===== config.mk =====
export PLATFORM = sky130hd
export DESIGN_NAME = bitmap_rle_gamma_encoder_core
export DESIGN_NICKNAME = d
export VERILOG_FILES = /design/src/sv/brge_pkg.sv /design/src/sv/bitmap_rle_gamma_encoder_core.sv /design/src/sv/brge_fifo.sv /design/src/sv/brge_front.sv /design/src/sv/brge_back.sv
export SDC_FILE = /design/constraint.sdc
export NUM_CORES = 1
export LEC_CHECK = 0
export ABC_AREA = 0
export BUFFER_PORTS_ARGS = -buffer_cell sky130_fd_sc_hd__buf_2
export CAP_MARGIN = 20
export CORE_ASPECT_RATIO = 1.1
export CORE_MARGIN = 3
export CORE_UTILIZATION = 60
export CTS_CLUSTER_DIAMETER = 60
export CTS_CLUSTER_SIZE = 30
export DETAILED_ROUTE_END_ITERATION = 6
export GPL_TIMING_DRIVEN = 0
export PLACE_DENSITY = 0.78
export SETUP_SLACK_MARGIN = 0.15
export SLEW_MARGIN = 10
export SYNTH_ARGS = -nofsm -noshare
export SYNTH_HDL_FRONTEND = slang
export SYNTH_SLANG_ARGS = --single-unit

===== constraint.sdc =====
create_clock -name clk -period 11.1 [get_ports clk]
set_clock_uncertainty 0.1 [all_clocks]
set_input_delay 2.22 -clock clk [delete_from_list [all_inputs] [get_ports clk]]
set_output_delay 2.22 -clock clk [all_outputs]
set_load 0.02 [all_outputs]

===== src/sv/brge_pkg.sv =====
// Shared types and constants of the bitmap run-length gamma encoder.
package brge_pkg;

  // Header field width and run counter width.
  localparam int unsigned HDR_BITS = 8;
  localparam int unsigned RUN_W    = 16;

  // Longest bit string one pixel can produce: a full run code plus a unit run code.
  localparam int unsigned SEG_W = 28;
  localparam int unsigned LEN_W = 5;

  // Configuration register indexes.
  localparam logic CFG_IMAGE_WIDTH  = 1'b0;
  localparam logic CFG_IMAGE_HEIGHT = 1'b1;

  // Reset value of both image dimensions.
  localparam logic [8:0] DIM_RESET = 9'd8;

  // One packing request from the front to the back.
  typedef struct packed {
    logic [SEG_W-1:0] bits;
    logic [LEN_W-1:0] len;
    logic             last;
  } seg_t;

  // One finished output byte.
  typedef struct packed {
    logic [7:0] data;
    logic       last;
  } obyte_t;

endpackage


===== src/sv/bitmap_rle_gamma_encoder_core.sv =====
// Top level of the bitmap run-length gamma encoder.
// Pixels enter one per cycle while in_full is low. The front end classifies each pixel in
// the cycle it arrives and queues a bit string only at a header, a colour change or the
// final pixel; pixels inside a run queue nothing. The back-end packer loads one queued
// string, moves it into bytes, one byte per cycle while the output queue is not full,
// and only then takes the next; one string touches at most five bytes.
// The packer is what sets the sustained rate on images with many short runs; the front
// queue of 2**FQ_ADDR_W entries and the output queue absorb bursts between the two.
module bitmap_rle_gamma_encoder_core #(
  parameter int unsigned FQ_ADDR_W = 2,
  parameter int unsigned OQ_ADDR_W = 3
) (
  input  logic       clk,
  input  logic       rst_n,
  input  logic       cfg_we,
  input  logic       cfg_index,
  input  logic [8:0] cfg_wdata,
  input  logic       in_push,
  input  logic       in_pixel,
  output logic       in_full,
  input  logic       out_pop,
  output logic       out_empty,
  output logic [7:0] out_byte,
  output logic       out_last_byte
);

  logic                 accept;
  logic                 fq_push;
  brge_pkg::seg_t       fq_wdata;
  brge_pkg::seg_t       fq_rdata;
  logic                 fq_empty;
  logic                 fq_pop;
  logic                 oq_push;
  logic                 oq_full;
  brge_pkg::obyte_t     oq_wdata;
  brge_pkg::obyte_t     oq_rdata;

  assign accept = in_push && !in_full;

  // Run tracking and classification.
  brge_front u_front (
    .clk       (clk),
    .rst_n     (rst_n),
    .cfg_we    (cfg_we),
    .cfg_index (cfg_index),
    .cfg_wdata (cfg_wdata),
    .accept    (accept),
    .pixel     (in_pixel),
    .seg_valid (fq_push),
    .seg       (fq_wdata)
  );

  // Queue between classification and packing.
  brge_fifo #(
    .W      ($bits(brge_pkg::seg_t)),
    .ADDR_W (FQ_ADDR_W)
  ) u_fq (
    .clk   (clk),
    .rst_n (rst_n),
    .push  (fq_push),
    .wdata (fq_wdata),
    .full  (in_full),
    .pop   (fq_pop),
    .rdata (fq_rdata),
    .empty (fq_empty)
  );

  // Bit packer.
  brge_back u_back (
    .clk       (clk),
    .rst_n     (rst_n),
    .seg_empty (fq_empty),
    .seg       (fq_rdata),
    .seg_pop   (fq_pop),
    .ob_full   (oq_full),
    .ob_push   (oq_push),
    .ob        (oq_wdata)
  );

  // Output byte queue.
  brge_fifo #(
    .W      ($bits(brge_pkg::obyte_t)),
    .ADDR_W (OQ_ADDR_W)
  ) u_oq (
    .clk   (clk),
    .rst_n (rst_n),
    .push  (oq_push),
    .wdata (oq_wdata),
    .full  (oq_full),
    .pop   (out_pop),
    .rdata (oq_rdata),
    .empty (out_empty)
  );

  assign out_byte      = oq_rdata.data;
  assign out_last_byte = oq_rdata.last;

endmodule


===== src/sv/brge_fifo.sv =====
// Small first-word-fall-through queue built from registers.
module brge_fifo #(
  parameter int unsigned W      = 8,
  parameter int unsigned ADDR_W = 2
) (
  input  logic         clk,
  input  logic         rst_n,
  input  logic         push,
  input  logic [W-1:0] wdata,
  output logic         full,
  input  logic         pop,
  output logic [W-1:0] rdata,
  output logic         empty
);

  localparam int unsigned DEPTH = 1 << ADDR_W;

  logic [W-1:0]      mem_r [DEPTH];
  logic [ADDR_W-1:0] wr_ptr_r;
  logic [ADDR_W-1:0] rd_ptr_r;
  logic [ADDR_W:0]   count_r;
  logic              do_push;
  logic              do_pop;

  assign full    = (count_r == (ADDR_W+1)'(DEPTH));
  assign empty   = (count_r == '0);
  assign do_push = push && !full;
  assign do_pop  = pop && !empty;
  assign rdata   = mem_r[rd_ptr_r];

  // Storage is written only on an accepted request.
  always_ff @(posedge clk) begin
    if (do_push) begin
      mem_r[wr_ptr_r] <= wdata;
    end
  end

  // Pointers and occupancy.
  always_ff @(posedge clk) begin
    if (!rst_n) begin
      wr_ptr_r <= '0;
      rd_ptr_r <= '0;
      count_r  <= '0;
    end else begin
      if (do_push) begin
        wr_ptr_r <= wr_ptr_r + 1'b1;
      end
      if (do_pop) begin
        rd_ptr_r <= rd_ptr_r + 1'b1;
      end
      if (do_push && !do_pop) begin
        count_r <= count_r + 1'b1;
      end else if (do_pop && !do_push) begin
        count_r <= count_r - 1'b1;
      end
    end
  end

endmodule


===== src/sv/brge_front.sv =====
// Front end: tracks runs over the image and yields the bit strings to pack.
module brge_front (
  input  logic                  clk,
  input  logic                  rst_n,
  input  logic                  cfg_we,
  input  logic                  cfg_index,
  input  logic [8:0]            cfg_wdata,
  input  logic                  accept,
  input  logic                  pixel,
  output logic                  seg_valid,
  output brge_pkg::seg_t        seg
);

  typedef struct packed {
    logic [25:0] val;
    logic [4:0]  len;
  } code_t;

  logic [8:0]                    width_r;
  logic [8:0]                    height_r;
  logic [15:0]                   pix_cnt_r;
  logic                          colour_r;
  logic [brge_pkg::RUN_W-1:0]    run_n_r;

  logic [8:0]                    w_cl;
  logic [8:0]                    h_cl;
  logic [17:0]                   area;
  logic [15:0]                   last_index;
  logic                          first_px;
  logic                          last_px;
  logic                          same_px;
  logic [brge_pkg::RUN_W-1:0]    n_inc;
  logic [brge_pkg::RUN_W-1:0]    code_n;
  code_t                         code;

  // Gamma-style run code: (b-1)/2 zeros, a one, then n in b bits, first bit lowest.
  function automatic code_t run_code(input logic [brge_pkg::RUN_W-1:0] n);
    code_t      c;
    logic [4:0] blen;
    logic [4:0] b;
    logic [4:0] z;
    blen = '0;
    for (int i = 0; i < brge_pkg::RUN_W; i++) begin
      if (n[i]) begin
        blen = 5'(i + 1);
      end
    end
    b     = blen | 5'd1;
    z     = b >> 1;
    c.val = 26'({n, 1'b1}) << z;
    c.len = z + 5'd1 + b;
    return c;
  endfunction

  // Dimensions outside 1..256 act as the nearest bound.
  always_comb begin
    w_cl = width_r;
    if (width_r == 9'd0) begin
      w_cl = 9'd1;
    end else if (width_r > 9'd256) begin
      w_cl = 9'd256;
    end
    h_cl = height_r;
    if (height_r == 9'd0) begin
      h_cl = 9'd1;
    end else if (height_r > 9'd256) begin
      h_cl = 9'd256;
    end
  end

  assign area       = w_cl * h_cl;
  assign last_index = 16'(area - 18'd1);
  assign first_px   = (pix_cnt_r == 16'd0);
  assign last_px    = (pix_cnt_r >= last_index);
  assign same_px    = (pixel == colour_r);
  assign n_inc      = (run_n_r == {brge_pkg::RUN_W{1'b1}}) ? run_n_r : run_n_r + 1'b1;
  assign code_n     = same_px ? n_inc : run_n_r;
  assign code       = run_code(code_n);

  // Build the bit string for this pixel; a unit run code is the two bits one then zero.
  always_comb begin
    seg.last  = last_px;
    seg.bits  = '0;
    seg.len   = '0;
    seg_valid = 1'b0;
    if (first_px) begin
      seg.bits  = brge_pkg::SEG_W'({2'b01, pixel, 8'(h_cl - 9'd1), 8'(w_cl - 9'd1)});
      seg.len   = last_px ? 5'd19 : 5'd17;
      if (!last_px) begin
        seg.bits = brge_pkg::SEG_W'({pixel, 8'(h_cl - 9'd1), 8'(w_cl - 9'd1)});
      end
      seg_valid = accept;
    end else if (same_px) begin
      seg.bits  = brge_pkg::SEG_W'(code.val);
      seg.len   = code.len;
      seg_valid = accept && last_px;
    end else begin
      seg.bits  = brge_pkg::SEG_W'(code.val);
      seg.len   = code.len;
      if (last_px) begin
        seg.bits = seg.bits | (brge_pkg::SEG_W'(1) << code.len);
        seg.len  = code.len + 5'd2;
      end
      seg_valid = accept;
    end
  end

  // Configuration registers.
  always_ff @(posedge clk) begin
    if (!rst_n) begin
      width_r  <= brge_pkg::DIM_RESET;
      height_r <= brge_pkg::DIM_RESET;
    end else if (cfg_we) begin
      case (cfg_index)
        brge_pkg::CFG_IMAGE_WIDTH:  width_r  <= cfg_wdata;
        brge_pkg::CFG_IMAGE_HEIGHT: height_r <= cfg_wdata;
        default: ;
      endcase
    end
  end

  // Run tracking across the image.
  always_ff @(posedge clk) begin
    if (!rst_n) begin
      pix_cnt_r <= '0;
      colour_r  <= 1'b0;
      run_n_r   <= '0;
    end else if (accept) begin
      if (last_px) begin
        pix_cnt_r <= '0;
        colour_r  <= 1'b0;
        run_n_r   <= '0;
      end else begin
        pix_cnt_r <= pix_cnt_r + 16'd1;
        if (first_px || !same_px) begin
          colour_r <= pixel;
          run_n_r  <= '0;
        end else begin
          run_n_r <= n_inc;
        end
      end
    end
  end

endmodule


===== src/sv/brge_back.sv =====
// Back end: packs queued bit strings into bytes, first bit lowest, and pads the image end.
module brge_back (
  input  logic                clk,
  input  logic                rst_n,
  input  logic                seg_empty,
  input  brge_pkg::seg_t      seg,
  output logic                seg_pop,
  input  logic                ob_full,
  output logic                ob_push,
  output brge_pkg::obyte_t    ob
);

  logic                        busy_r;
  logic [brge_pkg::SEG_W-1:0]  sh_r;
  logic [brge_pkg::LEN_W-1:0]  rem_r;
  logic                        lst_r;
  logic [7:0]                  acc_r;
  logic [2:0]                  pos_r;

  logic [3:0]                  room;
  logic [3:0]                  k;
  logic [3:0]                  fill;
  logic [7:0]                  mask;
  logic [7:0]                  acc_new;
  logic                        fin;
  logic                        emit;
  logic                        step;

  assign seg_pop = !busy_r && !seg_empty;
  assign step    = busy_r && !ob_full;

  // Take as many bits as fit in the partial byte this cycle.
  always_comb begin
    room    = 4'd8 - 4'(pos_r);
    k       = (rem_r < 5'(room)) ? 4'(rem_r) : room;
    mask    = 8'((9'd1 << k) - 9'd1);
    acc_new = acc_r | 8'((sh_r[7:0] & mask) << pos_r);
    fill    = 4'(pos_r) + k;
    fin     = (rem_r == 5'(k));
    emit    = (fill == 4'd8) || (fin && lst_r);
    ob.data = acc_new;
    ob.last = fin && lst_r;
    ob_push = step && emit;
  end

  always_ff @(posedge clk) begin
    if (!rst_n) begin
      busy_r <= 1'b0;
      acc_r  <= '0;
      pos_r  <= '0;
    end else if (seg_pop) begin
      busy_r <= 1'b1;
    end else if (step) begin
      if (fin) begin
        busy_r <= 1'b0;
      end
      if (emit) begin
        acc_r <= '0;
        pos_r <= '0;
      end else begin
        acc_r <= acc_new;
        pos_r <= fill[2:0];
      end
    end
  end

  // Request payload being shifted out.
  always_ff @(posedge clk) begin
    if (seg_pop) begin
      sh_r  <= seg.bits;
      rem_r <= seg.len;
      lst_r <= seg.last;
    end else if (step) begin
      sh_r  <= sh_r >> k;
      rem_r <= rem_r - 5'(k);
    end
  end

endmodule


* After elaboration in Yosys (flattened, before gate mapping)
Memories as Yosys holds them, arrays and structs flattened. A register that Yosys moved wholly into a read port is not among the register bits.
Index checks and enable logic that the tools add are counted.
** Storage, ports and cells
- Bits in writable memories :: 208
- Memories :: 2
- Flip-flop bits (word level) :: 114
- Word-level logic and storage cells :: 157
- Input port bits :: 16
- Output and inout port bits :: 11
** Operators by class
- Shift operators :: 5
- Multiplexer cells :: 56
- Multiply operators :: 1
- Eq/ne operators :: 6
- Reductions and logical operators :: 41
- Bitwise gates (word level) :: 5
- Magnitude comparators :: 4
- Add/subtract/negate cells :: 20
** Memory list
- u_fq.mem_r :: depth 4, width 34, rd ports 1, clocked after Yosys merged registers in 1, write ports 1, RTL line brge_fifo.sv:18 : logic [W-1:0] mem_r [DEPTH];
- u_oq.mem_r :: depth 8, width 9, rd ports 1, clocked after Yosys merged registers in 1, write ports 1, RTL line brge_fifo.sv:18
** Operators by type and width (count)
- 33-bit 2-to-1 mux :: 3
- 16-bit 2-to-1 mux :: 5
- 28-bit 2-to-1 mux :: 2
- 4-bit 2-to-1 mux :: 11
- 9-bit 2-to-1 mux :: 4
- 16-bit by 1-bit adder with 16-bit output (second input constant) :: 2
- 26-bit by 28-bit OR with 28-bit output :: 1
- 1-bit by 5-bit << shifter with 28-bit output (first input constant) :: 1
- 28-bit by 4-bit >> shifter with 28-bit output :: 1
- 3-bit 2-to-1 mux :: 9
- 17-bit by 4-bit << shifter with 26-bit output :: 1
- 8-bit by 1-bit subtractor with 8-bit output (second input constant) :: 3
- 9-bit greater-than comparator (second input constant) :: 2
- 9-bit logical NOT :: 2
- 18-bit 2-to-1 mux :: 1
- 16-bit equality test (second input constant) :: 1
- 16-bit greater-or-equal comparator :: 1
- 16-bit logical NOT :: 1
- 9-bit by 9-bit multiplier with 16-bit output :: 1
- 16-bit by 1-bit subtractor with 16-bit output (second input constant) :: 1
- 5-bit 2-to-1 mux :: 3
- 1-bit logical AND :: 14
- 1-bit 2-to-1 mux :: 12
- 1-bit logical NOT :: 10
- other kinds (28) :: 46

* Depth between registers and ports, before layout
Gate-level depths: netlist of the first run.
- Depth in word-level cells :: 26
- Mapped depth :: 37

* Hierarchy
From an unflattened synthesis of the first run, not the netlist that was laid out.
** Unflattened totals
- Cell total of the unflattened synthesis :: 1966
- Area total of the unflattened synthesis :: 21155.3 µm²
** By module, submodules not included
- brge_front :: cells an instance 1029, instances 1, area an instance 7827.5 µm²
- brge_fifo at u_fq :: cells an instance 226, instances 1, area an instance 5444.0 µm²
- brge_back :: cells an instance 533, instances 1, area an instance 4403.0 µm²
- brge_fifo at u_oq :: cells an instance 177, instances 1, area an instance 3467.1 µm²
- bitmap_rle_gamma_encoder_core :: cells an instance 1, instances 1, area an instance 13.8 µm²

* Least setup slack after synthesis of the first run
Ideal clock, no wire load.
- Path kind :: flip-flop to flip-flop
- Start :: reg u_front.width_r[8]
- End :: reg u_fq.count_r[2]
- Arrival time :: 8.303 ns
- Cell stages (with the launch flop) :: 34
- Library setup time :: 0.070 ns
- Data required time :: 10.930 ns
- Path slack :: 2.627 ns
- Path buffers :: 3
- Cell sequence :: dfxtp_1 -> clkbuf_1 -> nor2b_1 -> clkbuf_1 -> nand2_1 -> fa_1 -> inv_1 -> fa_1 -> fa_1 -> fa_1 -> inv_1 -> fa_1 -> inv_1 -> ha_1 -> a21boi_0 -> o31a_1 -> o211ai_1 -> or4b_2 -> o211a_1 -> ha_1 -> and3_1 -> a221o_1 -> a21oi_1 -> o21a_1 -> clkbuf_1 -> inv_1 -> nor3_1 -> nor2_1 -> ha_1 -> inv_1 -> fa_1 -> xor2_1 -> or3_1 -> a21oi_1
** RTL lines
- from (decl) :: RTL line brge_front.sv:19 : logic [8:0] width_r;
- from (signal assigned) :: RTL line brge_front.sv:111 : width_r <= brge_pkg::DIM_RESET;
- from (signal assigned) :: RTL line brge_front.sv:115 : brge_pkg::CFG_IMAGE_WIDTH: width_r <= cfg_wdata;
- to (signal assigned) :: RTL line brge_fifo.sv:52 : count_r <= count_r + 1'b1;
- to (signal assigned) :: RTL line brge_fifo.sv:54 : count_r <= count_r - 1'b1;
- to (decl) :: RTL line brge_fifo.sv:21 : logic [ADDR_W:0] count_r;

==> flow_summary_export.csv, run 1 <==
group,metric,value,unit
sta,setup-tns-final,0,ns
route,dr.pass1.iters,5,
run_status,outcome,"completed",
logic_synthesis,synthCells,1775,
cts,post_cts_resized,0,
logic_synthesis,syn-mean-instance-area,11.2,um2
finish,diodes,0,
power_and_ir_drop,power.leakage,8.28,nW
sta,slew_viol_final,0,
die,rows,69,
die,initial_core_util,61.1,%
logic_synthesis,synth_edf_count,242,
sta,rsz0062_at_grt,"false",
finish,n_fill_cell,2469,
place,place_area,0.0207,mm2
place,gp_congestion,0.950,
sta,worst_slack,0.865,ns
cts,clkTransAtPathRegs,0.09,ns
setup_path,path_class,"reg2reg",
sta,finalSetupViolations,0,
setup_path,crit_top_cell,"inv_1",
finish,area_growth,8.95,%
die,die_h,197,um
global_route,antenna_found_initial,1,
route,viasPerCell,6.28,
cts,holdBufCountCts,0,
cts,cts.sinks,327,
logic_synthesis,yosysUniqueCellTypes,81,
sta,fin_crit_sh,92.2,%
setup_path,crit_slowest_cell,"nor3_1",
cts,cts_max_path_buffers,3,
die,coreArea,0.0325,mm2
cts,cts_setup_buffers,0,
global_route,grt_remaining_overflow,0,
setup_path,slowest_delay,0.95,ns
setup_path,startpoint_type,"register",
cts,ctsHtreeMaxLevel,1,
sta,fmax,0.0977,GHz
cts,cts_inserted_buffers,24,
logic_synthesis,synth_top_flop_cell,"edfxtp_1",
global_route,grtUsageTotal,27.4,%
global_route,grt_pass1_wl,76.6,mm
cts,cts_root_buf,"clkbuf_16",
logic_synthesis,synthArstFlopShare,0,%
setup_path,critPathMaxFanout,10,
place,pre_cts_ws,1.04,ns
sta,min_period,10.24,ns
logic_synthesis,ys_seq_elements,327,
route,drt_iter0_markers,1090,
min_path,hold_path.class,"reg2reg",
power_and_ir_drop,ir_drop,0.177,mV
cts,clk-insertion-delay-late,0.58,ns
logic_synthesis,synth-seq-area-share,45.2,%
die,dieArea,0.0353,mm2
setup_path,end_kind,"register",
flow_run,max-cap-violations,0,
route,antenna_left,0,
route,wl,47.4,mm
setup_path,timing.critical_path.arrival,10.64,ns
die,pin_count,27,
finish,nNetsFinal,2000,
place,io_buffers,25,
global_route,first_global_vias,14300,
sta,report.final.hold_viol_count,0,
logic_synthesis,synth_warnings,0,
finish,stdcell_area,0.0216,mm2
logic_synthesis,syn-cell-area,0.0198,mm2
cts,cts_tree,"yes",
route,routed-via-count,14300,
route,wl_per_cell,20.8,um
route,drc,0,
power_and_ir_drop,p_per_area,274,mW/mm2
finish,drive_gt1_share,11.8,%
sta,worst_slew_pin_slew,1.10,ns
setup_path,worstPathRequired,11.51,ns
die,die_w,179,um
global_route,grt_max_degree,28,
place,dp_hpwl,35.8,mm
logic_synthesis,syn-num-nets,1941,
sta,slew_headroom,26.1,%
==> placed cells by master (no fill, tap or decap), types with 19 or more instances in the layout <==
cell type / n
edfxtp_1: 242
nor2_1: 160
o21ai_0: 56
mux2i_1: 74
ha_1: 92
a221oi_1: 25
mux4_2: 59
a21oi_1: 92
nand2b_1: 23
clkbuf_1: 66
buf_2: 35
nor2b_1: 20
dfxtp_1: 85
xor2_1: 30
inv_1: 106
fa_1: 58
clkbuf_16: 25
xnor2_1: 43
nor3_1: 34
nand2_1: 161
a31oi_1: 19
nand3_1: 33
==> report_power, final <==
group          internal [mW]  switching [mW]  leakage [nW]
registers               1.77           0.128          2.97
clock network          0.468           0.513         0.442
logic                   1.19            1.85          4.87
==> per-stage QoR <==
step	cells	utilization (%)	hold WS, ns	total power [mW]
6_report	2278	66.6	0.395	5.92
5_1_grt	2278	66.6	0.409	6.27
4_1_cts	2278	66.6	0.397	5.91
3_5_place_dp	2234	63.7	0.379	4.91
3_3_place_gp	2226	63.1	0.371	4.79
2_1_floorplan	1775	-	0.336	4.08
==> metal layers <==
metal	GRT usage [%]	wire length [um]	share of wire [%]	vias up
met4	10.7	2040	4.3	2
met5	0	13	0.027	-
met2	48.5	24600	52	558
met3	3.10	2700	5.7	127
li1	-	-	-	6630
met1	34.5	18100	38	6984
==> synth_stat cells (33+ instances only) <==
cell type,instances,area share (%)
inv_1,106,2.0
mux2i_1,74,3.7
o21ai_0,56,1.4
edfxtp_1,242,37
nand2_1,161,3.0
nand3_1,33,0.83
nor3_1,36,0.91
mux4_2,59,6.7
nor2_1,160,3.0
clkbuf_1,66,1.2
ha_1,92,5.8
fa_1,58,5.9
xnor2_1,43,1.9
dfxtp_1,85,8.6
a21oi_1,92,2.3
==> registers in the layout, summed over array words and instances (netlist names), 4 cells and up, named ones only <==
signal	flops
u_front.pix_cnt_r	16
u_fq.mem_r	136
u_front.width_r	9
u_back.acc_r	8
u_oq.mem_r	72
u_front.height_r	9
u_front.run_n_r	16
u_back.sh_r	28
u_back.rem_r	5
u_oq.count_r	4
==> final timing paths <==
kind / start / endpoint / slack (ns) / depth (start not counted)
max: u_front.height_r[8] / u_fq.count_r[2] / 0.86 / 36
min: u_front.width_r[0] / u_front.width_r[0] / 0.39 / 2
max reg2reg: u_front.height_r[8] / u_fq.count_r[2] / 0.86 / 36
min reg2reg: u_front.width_r[0] / u_front.width_r[0] / 0.39 / 2
==> area by class of cell <==
cell class	count	area [um2]	area share, %
clock buffers	26	639	2.96
inverters	116	438	2.03
repair buffers	33	270	1.25
plain buffers	93	410	1.90
well taps	426	533	2.47
clock inverters	18	289	1.34
flip-flops and latches	327	8970	41.5
multi-input cells	1239	10100	46.6
==> cells by family after synthesis <==
group,after synthesis,share of synthesized area [%]
AOI/OAI and AO/OA,316,10.8
xor gates and xnor gates,73,3.22
adders and majority gates,150,11.7
buffers and inverters,209,4.28
DFF,327,45.2
muxes,152,11.5
and+or+nand+nor,548,13.3
==> critical path, delay by kind of cell (launching register included) <==
kind	cells	cell delay (ns)
XOR/XNOR	1	0.08
flip-flops	1	0.36
buffers and inverters	8	1.42
AND/OR/NAND/NOR	8	3.15
AO/OA/AOI/OAI	10	1.98
adder cells (fa/ha/maj)	9	3.10
(Power assumes the default switching activity.)
==> run 2: changes to the inputs <==
--- a/config.mk
+++ b/config.mk
@@ -8,13 +8,13 @@
 export ABC_AREA = 0
 export BUFFER_PORTS_ARGS = -buffer_cell sky130_fd_sc_hd__buf_2
 export CAP_MARGIN = 20
-export CORE_ASPECT_RATIO = 1.1
-export CORE_MARGIN = 3
+export CORE_MARGIN = 5
 export CORE_UTILIZATION = 60
 export CTS_CLUSTER_DIAMETER = 60
 export CTS_CLUSTER_SIZE = 30
 export DETAILED_ROUTE_END_ITERATION = 6
 export GPL_TIMING_DRIVEN = 0
+export HOLD_SLACK_MARGIN = 0.12
 export PLACE_DENSITY = 0.78
 export SETUP_SLACK_MARGIN = 0.15
 export SLEW_MARGIN = 10
==> flow_summary_export.csv, run 2 (synthesis results as in run 1) <==
group,metric,value,unit
die,rows,66,
place,gp_congestion,0.938,
flow_run,max-cap-violations,0,
sta,setup-tns-final,0,ns
die,die_h,192,um
die,coreArea,0.0326,mm2
setup_path,worstPathRequired,11.41,ns
global_route,antenna_found_initial,1,
cts,cts.sinks,327,
global_route,grtUsageTotal,26.7,%
finish,n_fill_cell,2507,
sta,fmax,0.0999,GHz
power_and_ir_drop,power.leakage,8.28,nW
setup_path,path_class,"reg2reg",
route,dr.pass1.iters,6,
finish,instances_no_fill,2295,
cts,holdBufCountCts,0,
die,dieArea,0.0368,mm2
run_status,outcome,"completed",
setup_path,slowest_delay,0.62,ns
finish,multi_input_area,0.0101,mm2
sta,fin_crit_sh,90.2,%
cts,cts_root_buf,"clkbuf_16",
sta,worst_slew_pin_slew,0.957,ns
global_route,grt_remaining_overflow,0,
place,io_buffers,25,
finish,drive_gt1_share,11.7,%
place,place_inst,2250,
power_and_ir_drop,p_per_area,274,mW/mm2
sta,min_period,10.01,ns
cts,cts_max_path_buffers,3,
cts,cts_tree,"yes",
finish,final_common_cell,"edfxtp_1",
cts,ctsHtreeMaxLevel,1,
sta,finalSetupViolations,0,
cts,cts_inserted_buffers,24,
route,viasPerCell,6.25,
cts,clkTransAtPathRegs,0.10,ns
cts,clk-insertion-delay-late,0.56,ns
route,antenna_left,0,
sta,timing.hold.ws,0.393,ns
die,die_w,192,um
finish,regMostFlops,"u_fq.mem_r",
setup_path,critPathMaxFanout,10,
finish,largest_reg_flops,136,
route,drt_iter0_markers,1256,
power_and_ir_drop,ir_drop,0.198,mV
cts,post_cts_resized,0,
setup_path,crit_top_cell,"inv_1",
route,drc,0,
die,initial_core_util,60.8,%
sta,rsz0062_at_grt,"false",
finish,reg.largest.list,"u_fq.mem_r (136), u_oq.mem_r (72), u_back.sh_r (28)",
setup_path,crit_slowest_cell,"nor2_1",
route,wl_per_cell,21.2,um
die,pin_count,27,
route,routed-via-count,14300,
sta,slew_headroom,35.5,%
sta,report.final.hold_viol_count,0,
finish,area_growth,8.89,%
finish,nNetsFinal,2001,
sta,slew_viol_final,0,
min_path,hold_path.class,"reg2reg",
global_route,grt_pass1_wl,77.8,mm
setup_path,startpoint_type,"register",
setup_path,end_kind,"register",
setup_path,timing.critical_path.arrival,10.32,ns
finish,seqCellArea,0.00897,mm2
global_route,first_global_vias,14300,
route,wl,48.8,mm
place,dp_hpwl,36.0,mm
finish,layout_common_cells,"242 x edfxtp_1, 161 x nand2_1, 160 x nor2_1",
global_route,grt_max_degree,32,
finish,diodes,0,
cts,cts_setup_buffers,0,
==> run 2: worst paths after layout <==
check	start	endpoint	slack (ns)	cells after the start
worst min register to register	u_front.width_r[0]	u_front.width_r[0]	0.39	2
worst max register to register	u_front.width_r[4]	u_fq.count_r[1]	1.09	35
worst min-delay path	u_front.width_r[0]	u_front.width_r[0]	0.39	2
worst max-delay path	u_front.width_r[4]	u_fq.count_r[1]	1.09	35
==> run 2: routing by layer <==
| metal | global-route usage (%) | wire length (um) | share of wire (%) |
|---|---|---|---|
| met1 | 34.8 | 19900 | 41 |
| met2 | 47.1 | 24800 | 51 |
| met3 | 3.44 | 2590 | 5.3 |
| met4 | 7.98 | 1460 | 3.0 |
| met5 | 0 | 7 | 0.014 |
==> run 2: layout make-up <==
type | instances | share of cell area (%)
inverter | 116 | 2.03
sequential | 327 | 41.5
multi-input combinational | 1239 | 46.6
clock buffer | 27 | 2.93
clock inverter | 17 | 1.26
tap | 442 | 2.56
timing repair buffer | 34 | 1.20
buffer | 93 | 1.90
==> run 2: critical path, delay by kind of cell, from the launching register on <==
family | cells | cell delay [ns]
DFF | 1 | 0.35
AOI/OAI and AO/OA | 10 | 1.98
and+or+nand+nor | 9 | 2.92
adders and majority gates | 8 | 2.99
buffers and inverters | 7 | 1.32
muxes | 1 | 0.17
==> run 2: stage by stage <==
step	cell area, um2	worst slack [ns]	power [mW]	utilization, %
final	21600	1.09	5.93	66.2
after detailed placement	20700	0.911	4.92	63.4
after CTS	21600	0.807	5.92	66.2
after global placement	20500	0.957	4.82	62.9
after floorplan	19800	2.63	4.08	-
after global routing	21600	0.405	6.28	66.2
==> run 2: where the power goes <==
part           leakage [nW]  switching (mW)  total, mW  internal (mW)
sequential             2.97           0.128       1.90           1.77
clock                 0.435           0.481      0.973          0.492
combinational          4.87            1.86       3.05           1.19
total                  8.28            2.47       5.93           3.46
